==> src/owrse_pkg.sv <==
// Shared types and codes for the 1-Wire Search ROM branch engine.
`default_nettype none

package owrse_pkg;

    localparam int POS_W     = 7;   // bit positions 0..65
    localparam int FOUND_W   = 64;  // width of the reported ROM field
    localparam int ACTION_W  = 2;
    localparam int STATUS_W  = 3;
    localparam int S_TDATA_W = 8;   // presence, true_bit, complement_bit, zero fill
    localparam int M_TDATA_W = 72;  // write_bit, found_rom, zero fill

    typedef enum logic [ACTION_W-1:0] {
        ACT_NEW_SEARCH = 2'd0,
        ACT_BEGIN_PASS = 2'd1,
        ACT_BIT_PAIR   = 2'd2
    } action_t;

    typedef enum logic [STATUS_W-1:0] {
        ST_BIT         = 3'd0,
        ST_STARTED     = 3'd1,
        ST_FINISHED    = 3'd2,
        ST_NO_PRESENCE = 3'd3,
        ST_FOUND       = 3'd4,
        ST_NO_RESPONSE = 3'd5,
        ST_IGNORED     = 3'd6
    } status_t;

    typedef struct packed {
        logic [POS_W-1:0] last_fork_pos;
        logic [POS_W-1:0] new_fork_pos;
        logic [POS_W-1:0] bit_position;
        logic             pass_active;
    } search_ctrl_t;

    typedef struct packed {
        logic [ACTION_W-1:0] action;
        logic                presence;
        logic                true_bit;
        logic                complement_bit;
    } search_item_t;

    typedef struct packed {
        status_t             status;
        logic                write_bit;
        logic [FOUND_W-1:0]  found_rom;
    } search_result_t;

endpackage

`default_nettype wire

==> src/owrse_decide.sv <==
// Combinational branch decision and next-state logic for one search item.
`default_nettype none

module owrse_decide
    import owrse_pkg::*;
#(
    parameter int ROM_BITS = 64
) (
    input  wire search_item_t        item,
    input  wire search_ctrl_t        ctrl,
    input  wire [ROM_BITS-1:0]       prev_rom,
    input  wire [ROM_BITS-1:0]       cur_rom,
    output search_ctrl_t             ctrl_next,
    output logic [ROM_BITS-1:0]      prev_rom_next,
    output logic [ROM_BITS-1:0]      cur_rom_next,
    output search_result_t           result
);

    localparam int IDX_W = (ROM_BITS > 1) ? $clog2(ROM_BITS) : 1;
    localparam logic [POS_W-1:0] FORK_INIT = POS_W'(ROM_BITS + 1);
    localparam logic [POS_W-1:0] LAST_POS  = POS_W'(ROM_BITS);
    localparam logic [POS_W-1:0] POS_ONE   = POS_W'(1);

    logic [POS_W-1:0]    pos;
    logic [POS_W-1:0]    pos_m1;
    logic [IDX_W-1:0]    idx;
    logic                pos_ok;
    logic                dir;
    logic                fork_here;
    logic [POS_W-1:0]    fork_next;
    logic [ROM_BITS-1:0] rom_set;

    assign pos    = ctrl.bit_position;
    assign pos_m1 = pos - POS_ONE;
    assign idx    = pos_m1[IDX_W-1:0];
    assign pos_ok = ctrl.pass_active && (pos >= POS_ONE) && (pos <= LAST_POS);

    // direction for a bit pair; zero-branch taken at a discrepancy marks a fork
    always_comb begin
        dir       = 1'b0;
        fork_here = 1'b0;
        priority if (item.true_bit) begin
            dir = 1'b1;
        end else if (item.complement_bit) begin
            dir = 1'b0;
        end else if (pos < ctrl.last_fork_pos) begin
            dir       = prev_rom[idx];
            fork_here = !prev_rom[idx];
        end else if (pos == ctrl.last_fork_pos) begin
            dir = 1'b1;
        end else begin
            dir       = 1'b0;
            fork_here = 1'b1;
        end
    end

    assign fork_next = fork_here ? pos : ctrl.new_fork_pos;
    assign rom_set   = cur_rom | ({{(ROM_BITS-1){1'b0}}, dir} << idx);

    always_comb begin
        ctrl_next        = ctrl;
        prev_rom_next    = prev_rom;
        cur_rom_next     = cur_rom;
        result.status    = ST_IGNORED;
        result.write_bit = 1'b0;
        result.found_rom = '0;
        unique case (item.action)
            ACT_NEW_SEARCH: begin
                ctrl_next.last_fork_pos = FORK_INIT;
                ctrl_next.new_fork_pos  = '0;
                ctrl_next.bit_position  = '0;
                ctrl_next.pass_active   = 1'b0;
                prev_rom_next           = '0;
                cur_rom_next            = '0;
            end
            ACT_BEGIN_PASS: begin
                ctrl_next.pass_active = 1'b0;
                priority if (ctrl.last_fork_pos == '0) begin
                    result.status = ST_FINISHED;
                end else if (!item.presence) begin
                    result.status = ST_NO_PRESENCE;
                end else begin
                    ctrl_next.pass_active  = 1'b1;
                    ctrl_next.bit_position = POS_ONE;
                    ctrl_next.new_fork_pos = '0;
                    cur_rom_next           = '0;
                    result.status          = ST_STARTED;
                end
            end
            ACT_BIT_PAIR: begin
                if (pos_ok) begin
                    priority if (item.true_bit && item.complement_bit) begin
                        ctrl_next.pass_active = 1'b0;
                        result.status         = ST_NO_RESPONSE;
                    end else if (pos == LAST_POS) begin
                        ctrl_next.new_fork_pos  = fork_next;
                        ctrl_next.last_fork_pos = fork_next;
                        ctrl_next.pass_active   = 1'b0;
                        cur_rom_next            = rom_set;
                        prev_rom_next           = rom_set;
                        result.status           = ST_FOUND;
                        result.write_bit        = dir;
                        result.found_rom        = FOUND_W'(rom_set);
                    end else begin
                        ctrl_next.new_fork_pos = fork_next;
                        ctrl_next.bit_position = pos + POS_ONE;
                        cur_rom_next           = rom_set;
                        result.status          = ST_BIT;
                        result.write_bit       = dir;
                    end
                end
            end
            default: begin
                result.status = ST_IGNORED;
            end
        endcase
    end

endmodule

`default_nettype wire

==> src/onewire_rom_search_engine_unit.sv <==
// Top level of the 1-Wire Search ROM branch engine: input stage, state and result stage.
// An item passes through the input register and then the result register; search state
// updates as it enters the result register. One item per cycle unless m_tready stalls.
// Reset (aresetn low, synchronous): both stages empty, search state cleared to zero,
// so a begin-pass before any new-search reports search finished.
// A stalled result register holds its item while the input stage still takes one more.
`default_nettype none

module onewire_rom_search_engine_unit
    import owrse_pkg::*;
#(
    parameter int ROM_BITS = 64
) (
    input  wire                   aclk,
    input  wire                   aresetn,
    // input channel
    input  wire                   s_tvalid,
    output logic                  s_tready,
    input  wire [S_TDATA_W-1:0]   s_tdata,   // [0] presence, [1] true_bit, [2] complement_bit
    input  wire [ACTION_W-1:0]    s_tuser,   // [1:0] action
    // result channel
    output logic                  m_tvalid,
    input  wire                   m_tready,
    output logic [M_TDATA_W-1:0]  m_tdata,   // [0] write_bit, [64:1] found_rom
    output logic [STATUS_W-1:0]   m_tuser    // [2:0] status
);

    // input stage
    logic                in_valid_reg;
    search_item_t        in_item_reg;

    // search state
    search_ctrl_t        ctrl_reg;
    search_ctrl_t        ctrl_next;
    logic [ROM_BITS-1:0] prev_rom_reg;
    logic [ROM_BITS-1:0] prev_rom_next;
    logic [ROM_BITS-1:0] cur_rom_reg;
    logic [ROM_BITS-1:0] cur_rom_next;

    // result stage
    logic                out_valid_reg;
    search_result_t      out_reg;
    search_result_t      result;

    logic                advance;
    logic                s_xfer;

    // item moves on when the result register is empty or being drained
    assign advance  = in_valid_reg && (!out_valid_reg || m_tready);
    assign s_tready = !in_valid_reg || !out_valid_reg || m_tready;
    assign s_xfer   = s_tvalid && s_tready;

    owrse_decide #(
        .ROM_BITS (ROM_BITS)
    ) u_decide (
        .item          (in_item_reg),
        .ctrl          (ctrl_reg),
        .prev_rom      (prev_rom_reg),
        .cur_rom       (cur_rom_reg),
        .ctrl_next     (ctrl_next),
        .prev_rom_next (prev_rom_next),
        .cur_rom_next  (cur_rom_next),
        .result        (result)
    );

    always_ff @(posedge aclk) begin
        if (!aresetn) begin
            in_valid_reg  <= 1'b0;
            out_valid_reg <= 1'b0;
            ctrl_reg      <= '0;
            prev_rom_reg  <= '0;
            cur_rom_reg   <= '0;
        end else begin
            if (s_xfer) begin
                in_valid_reg <= 1'b1;
            end else if (advance) begin
                in_valid_reg <= 1'b0;
            end
            if (advance) begin
                out_valid_reg <= 1'b1;
                ctrl_reg      <= ctrl_next;
                prev_rom_reg  <= prev_rom_next;
                cur_rom_reg   <= cur_rom_next;
            end else if (m_tready) begin
                out_valid_reg <= 1'b0;
            end
        end
    end

    // payload registers, no reset needed
    always_ff @(posedge aclk) begin
        if (s_xfer) begin
            in_item_reg.action         <= s_tuser;
            in_item_reg.presence       <= s_tdata[0];
            in_item_reg.true_bit       <= s_tdata[1];
            in_item_reg.complement_bit <= s_tdata[2];
        end
        if (advance) begin
            out_reg <= result;
        end
    end

    assign m_tvalid = out_valid_reg;
    assign m_tuser  = out_reg.status;
    assign m_tdata  = {{(M_TDATA_W-FOUND_W-1){1'b0}}, out_reg.found_rom, out_reg.write_bit};

endmodule

`default_nettype wire
==> config.mk <==
export PLATFORM = sky130hd
export DESIGN_NAME = onewire_rom_search_engine_unit
export DESIGN_NICKNAME = d
export VERILOG_FILES = /design/src/owrse_pkg.sv /design/src/owrse_decide.sv /design/src/onewire_rom_search_engine_unit.sv
export SDC_FILE = /design/constraint.sdc
export NUM_CORES = 1
export LEC_CHECK = 0
export ABC_CLOCK_PERIOD_IN_PS = 4940
export BUFFER_PORTS_ARGS = -buffer_cell sky130_fd_sc_hd__buf_2
export CELL_PAD_IN_SITES_DETAIL_PLACEMENT = 2
export CELL_PAD_IN_SITES_GLOBAL_PLACEMENT = 2
export CORE_UTILIZATION = 40
export CTS_BUF_LIST = sky130_fd_sc_hd__clkbuf_8
export CTS_CLUSTER_SIZE = 8
export DETAILED_ROUTE_END_ITERATION = 12
export GPL_TIMING_DRIVEN = 0
export PLACE_DENSITY = 0.8
export SYNTH_ARGS = -nofsm -noshare
export SYNTH_HDL_FRONTEND = slang
export SYNTH_SLANG_ARGS = --single-unit
==> constraint.sdc <==
create_clock -name aclk -period 4.94 [get_ports aclk]
set_input_delay 1.235 -clock aclk [delete_from_list [all_inputs] [get_ports aclk]]
set_output_delay 1.235 -clock aclk [all_outputs]
set_load 0.02 [all_outputs]
-- Word level (Yosys, flattened, before mapping)
Cells that the tools add are included.
W data, S select, Z words.
- bits in registers: 225
- output and inout bits: 77
- add/subtract/negate cells: 2
- $lt $le $gt $ge: 4
- equality and inequality tests: 11
- shift-type cells: 1
- mux-type cells: 42
- bitwise operators: 4
- reductions and logical operators: 23
- operators by type and width (cell ; count):
    $mux W64 ; 8
    $pmux W64 S3 ; 1
    $pmux W64 S2 ; 1
    $mux W68 ; 1
    $mux W65 ; 1
    $or A64 B64 Y64 ; 1
    $shl A1 B6 Y64 ; 1
    $pmux W15 S3 ; 1
    $mux W15 ; 2
    $mux W22 ; 1
    $mux W21 ; 1
    $mux W7 ; 3
    $mux W1 ; 15
    $pmux W7 S2 ; 1
    $ne A2 B2 Y1 const B ; 4
    $add A7 B1 Y7 const B ; 1
    $eq A7 B7 Y1 ; 1
    $eq A7 B7 Y1 const B ; 1
    $ge A7 B1 Y1 const B ; 1
    $le A7 B7 Y1 const B ; 1
    $logic_not A7 Y1 ; 1
    $lt A6 B7 Y1 const B ; 1
    $lt A7 B7 Y1 ; 1
    $reduce_and A7 Y1 ; 1
    other kinds (22) ; 36

-- Logic depth before layout (Yosys ltp)
- depth after elaboration: 12
- mapped depth: 17
- mapped depth without buffers: 10

-- Hierarchy
A second synthesis with hierarchy kept.
- cells, all modules: 1456
- area total of the unflattened synthesis: 12615.8 um^2
- by module, submodules not included (module ; times used ; cells an instance ; area an instance (um^2)):
    onewire_rom_search_engine_unit ; 1 ; 741 ; 8299.2
    owrse_decide ; 1 ; 715 ; 4316.6

-- Worst setup path after synthesis
No wires, ideal clock.
- path kind: register -> register
- start: register ctrl_reg[1] (netlist bit)
- end: register out_reg (netlist bit m_tdata[23]), data pin
- data arrival time: 3.417 ns
- data required time: 4.683 ns
- path slack: 1.266 ns
- cell stages (with the launch flop): 18
- period minus slack after synthesis: 3.674 ns
- cells stage by stage: dfxtp_1 buf_6 buf_6 buf_4 inv_1 ha_1 buf_2 buf_1 mux4_2 mux2i_1 o31ai_1 nand4_1 a21oi_1 a21o_4 and2_1 buf_2 buf_4 a32o_1
- longest elaborated chain between the ends: 8
- ends and longest elaborated chain (item ; RTL line ; RTL):
    start, declared ; onewire_rom_search_engine_unit.sv:33 ; search_ctrl_t ctrl_reg;
    start signal, assigned ; onewire_rom_search_engine_unit.sv:81 ; ctrl_reg <= ctrl_next;
    $sub A6 B1 Y6 ; owrse_decide.sv:34 ; assign pos_m1 = pos - POS_ONE;
    $bmux W1 S6 ; owrse_decide.sv:47 ; dir = prev_rom[idx];
    $mux W1 (implied by the code) ; owrse_decide.sv:47 ;
    $mux W1 ; owrse_decide.sv:46 ; end else if (pos < ctrl.last_fork_pos) begin
    $mux W1 ; owrse_decide.sv:44 ; end else if (item.complement_bit) begin
    $mux W1 ; owrse_decide.sv:42 ; priority if (item.true_bit) begin
    $shl A1 B6 Y64 ; owrse_decide.sv:58 ; assign rom_set = cur_rom | ({{(ROM_BITS-1){1'b0}}, dir} << idx);
    $or A64 B64 Y64 ; owrse_decide.sv:58 ;
    end signal, assigned ; onewire_rom_search_engine_unit.sv:99 ; out_reg <= result;
    end, declared ; onewire_rom_search_engine_unit.sv:42 ; search_result_t out_reg;
Parallel ways exist; a longest one is shown, timed or not. The select of a mux whose other input is x is not followed.
A chain may end at the register's enable or synchronous reset.

-- Final worst setup path
Ends and elaborated chain as after synthesis.

==> results_dict.tcl <==
set metrics [dict create \
    cts_tree "yes" \
    fmax_ghz 0.212 \
    fin_nets 1119 \
    yosysWarnings 0 \
    timing.reg2reg.setup_slack_ns 0.22 \
    drt_first_pass_iters 5 \
    detail_route.drc_violations 0 \
    die_width_um 158 \
    critPathLaunchType "flop" \
    antenna_found_initial 0 \
    netlist_instances 962 \
    standard_cell_with_the_maximum_stage_delay_on_the_critical_path "sky130_fd_sc_hd__dfxtp_1" \
    fin_cells 1441 \
    cp_data_required_time_ns 5.25 \
    global_placer_s_final_weighted_congestion 0.853 \
    postSynth.topFlopCell "sky130_fd_sc_hd__dfxtp_1" \
    mappedNetlistArea_um2 9760 \
    port_buffers 77 \
    drive_above_1_share_pct 17.6 \
    coreArea_um2 23700 \
    place.detailed.instances 1364 \
    cts_hold_buf 0 \
    skew_ns 0.0333 \
    synth_area_per_cell_um2 10.1 \
    r2r_start "ctrl_reg[1]" \
    clockRootBuffer "sky130_fd_sc_hd__clkbuf_8" \
    critical-path-top-cell-by-count "sky130_fd_sc_hd__buf_4" \
    routed-via-count 8402 \
    seq_area_frac_synth_pct 53.6 \
    final.period_utilization_pct 95.5 \
    worst_skew_pair.late_latency_ns 0.57 \
    ios 91 \
    period_minus_slack_ns 4.72 \
    areaGrowthSynthToFinish_pct 17.2 \
    grt_setup_unrepaired "false" \
    synth_most_common_cell "sky130_fd_sc_hd__dfxtp_1" \
    setup.worst_path.end_class "flop" \
    y_dimension_of_the_die_um 158 \
    path_buf_inv 8 \
    vdd.ir_drop.worst_mv 0.206 \
    maxCapViolations 0 \
    crit_family "buffers and inverters" \
    antenna_violating_nets_post_route 0 \
    setup_viol 0 \
    cts.sink_count 225 \
    cp_max_fo 10 \
    timing.setup.critical_path_class "reg2reg" \
    critical_path.cell_chain "buf_6 -> buf_6 -> buf_4 -> clkinvlp_4 -> ha_1 -> buf_4 -> clkbuf_4 -> mux4_2 -> mux2i_1 -> o21ai_0 -> nand4_1 -> a21oi_1 -> a21o_4 -> and2_1 -> buf_2 -> buf_4 -> a32o_1" \
    detail_route.wl_per_cell_um 24.8 \
    startpoint "ctrl_reg[1]" \
    worstSetupPathDepth 17 \
    std_cell_rows 56 \
    synth.top_cells.by_area "sky130_fd_sc_hd__dfxtp_1 (31%), sky130_fd_sc_hd__edfxtp_1 (22%), sky130_fd_sc_hd__a32o_1 (7.1%)" \
    post_drt_via_cell_ratio 5.83 \
    synthDominantCellAreaShare_pct 31.2 \
    finalHoldWorstSlack_ns 0.450 \
    timing.final.max_slew_violations 0 \
    hold_viol 0 \
    floorplan.die_area_um2 25000 \
    initial_core_util_pct 41.2 \
    timing_worst_slew_pin_value_ns 1.24 \
    groute.usage.overall_pct 29.5 \
    synth_edf_count 73 \
    r2r.worst_path.cells 17 \
    grt-ovfl-total 0 \
    crit-reg2reg-capture "m_tdata[23]" \
    totalNegativeSetupSlack_ns 0 \
    hold_path.class "reg2reg" \
    hpwl_um 25500 \
    vias_in_the_first_global_route 9140 \
    cts_buffers 40 \
    yosys.cell_types.count 58 \
    drtIter0Drc 536 \
    share_of_synthesized_registers_carrying_an_async_set_or_reset_pct 0 \
    max-slew-margin-rel_pct 17.0 \
    synth_common_cells "sky130_fd_sc_hd__dfxtp_1 (152), sky130_fd_sc_hd__nand2_1 (108), sky130_fd_sc_hd__nand3_1 (80), sky130_fd_sc_hd__a21oi_1 (79), sky130_fd_sc_hd__edfxtp_1 (73)" \
    antenna-diode-count 0 \
    cp_slowest_stage_delay_ns 0.40 \
    ctsLongestPathBuffers 3 \
    final_core_utilization_pct 48.3 \
    grt_pass1_wl_um 54400 \
    worst_endpoint_data_arrival_time_ns 5.03 \
    netlist.top_cell.by_area "sky130_fd_sc_hd__dfxtp_1" \
    path_clk_slew_ns 0.06 \
    crit_path_end "m_tdata[23]" \
    grt_start_max_net_pins 69 \
    cts_max_level 2 \
    wl_um 35800 \
    power.density_cell_area_nw_per_um2 351 \
    leakage_nw 4.06 \
    outcome "completed" \
    largest_register_ff_count 65 \
    postSynthRegisterBits 225 \
]
==> logic make-up (layout without fill, tap and decap cells) <==
family | after synthesis | in the layout | share of synthesized area [%]
AND/OR/NAND/NOR | 365 | 365 | 18.0
flip-flops | 225 | 225 | 53.6
AO/OA/AOI/OAI | 215 | 215 | 16.1
buffers and inverters | 108 | 262 | 4.97
multiplexers | 22 | 22 | 4.32
adder cells (fa/ha/maj) | 15 | 15 | 1.92
XOR/XNOR | 11 | 11 | 0.987
other | 1 | 7 | 0.0384
==> cell type report <==
cell class              count  area (um2)
fillers                  2588       12200
flip-flops and latches    225        5240
multi-input cells         635        4070
clock buffers              50         688
plain buffers              91         429
repair buffers             80         408
well taps                 319         399
clock inverters            24         136
inverters                  17        70.1
==> placed cells by master (no fill, tap or decap), types with 6 or more instances in the layout <==
cell / n
sky130_fd_sc_hd__mux4_2: 16
sky130_fd_sc_hd__a21oi_1: 79
sky130_fd_sc_hd__nand2_1: 108
sky130_fd_sc_hd__and3_1: 14
sky130_fd_sc_hd__a31oi_1: 7
sky130_fd_sc_hd__o21ai_1: 9
sky130_fd_sc_hd__conb_1: 7
sky130_fd_sc_hd__nand4_1: 6
sky130_fd_sc_hd__buf_2: 86
sky130_fd_sc_hd__o2bb2ai_1: 7
sky130_fd_sc_hd__nor2_1: 60
sky130_fd_sc_hd__nand3_1: 80
sky130_fd_sc_hd__buf_4: 18
sky130_fd_sc_hd__clkbuf_8: 50
sky130_fd_sc_hd__and2_1: 49
sky130_fd_sc_hd__dfxtp_1: 152
sky130_fd_sc_hd__edfxtp_1: 73
sky130_fd_sc_hd__clkbuf_1: 59
sky130_fd_sc_hd__a32o_1: 69
sky130_fd_sc_hd__ha_1: 15
sky130_fd_sc_hd__nor3_1: 24
sky130_fd_sc_hd__o21ai_0: 13
sky130_fd_sc_hd__inv_1: 28
==> worst min path at each step <==
stage	from	to	slack (ns)	depth (start not counted)
after global placement	prev_rom_reg[36]	prev_rom_reg[36]	0.44	2
after CTS	prev_rom_reg[4]	prev_rom_reg[4]	0.45	2
after detailed placement	prev_rom_reg[5]	prev_rom_reg[5]	0.45	2
after floorplan	prev_rom_reg[13]	prev_rom_reg[13]	0.43	2
after global routing	prev_rom_reg[33]	prev_rom_reg[33]	0.48	2
final	prev_rom_reg[5]	prev_rom_reg[5]	0.45	2
==> metal layers <==
metal	track usage [%]	share of wire [%]	up-vias
met4	10.6	3.1	0
met5	0	0	-
met2	50.2	48	269
met3	5.45	5.8	77
met1	37.2	43	4273
li1	-	-	3783
==> stage by stage <==
step | power, mW | setup slack [ns] | cell area, um2
after global routing | 4.15 | 0.0722 | 11400
after CTS | 4.05 | 0.123 | 11400
after detailed placement | 2.26 | -0.271 | 10600
after global placement | 2.25 | -0.304 | 10600
after floorplan | 2.16 | 1.27 | 9780
final | 4.02 | 0.222 | 11400
==> power breakdown <==
| group | switching (mW) | internal (mW) |
|---|---|---|
| registers | 0.0130 | 1.94 |
| clock network | 0.824 | 0.971 |
| logic | 0.205 | 0.0665 |
| total | 1.04 | 2.98 |
==> worst min-delay path: stages, from the launching register on <==
cell and delay, ns:
sky130_fd_sc_hd__dfxtp_1 0.30, sky130_fd_sc_hd__nand2_1 0.05, sky130_fd_sc_hd__a21oi_1 0.05
==> what timing repair did <==
item,4_1_cts,5_1_grt
endpoints found under the setup margin,65,6
buffers inserted,0,3
resized for setup,2,5
Power figures use the tool's default switching activity.
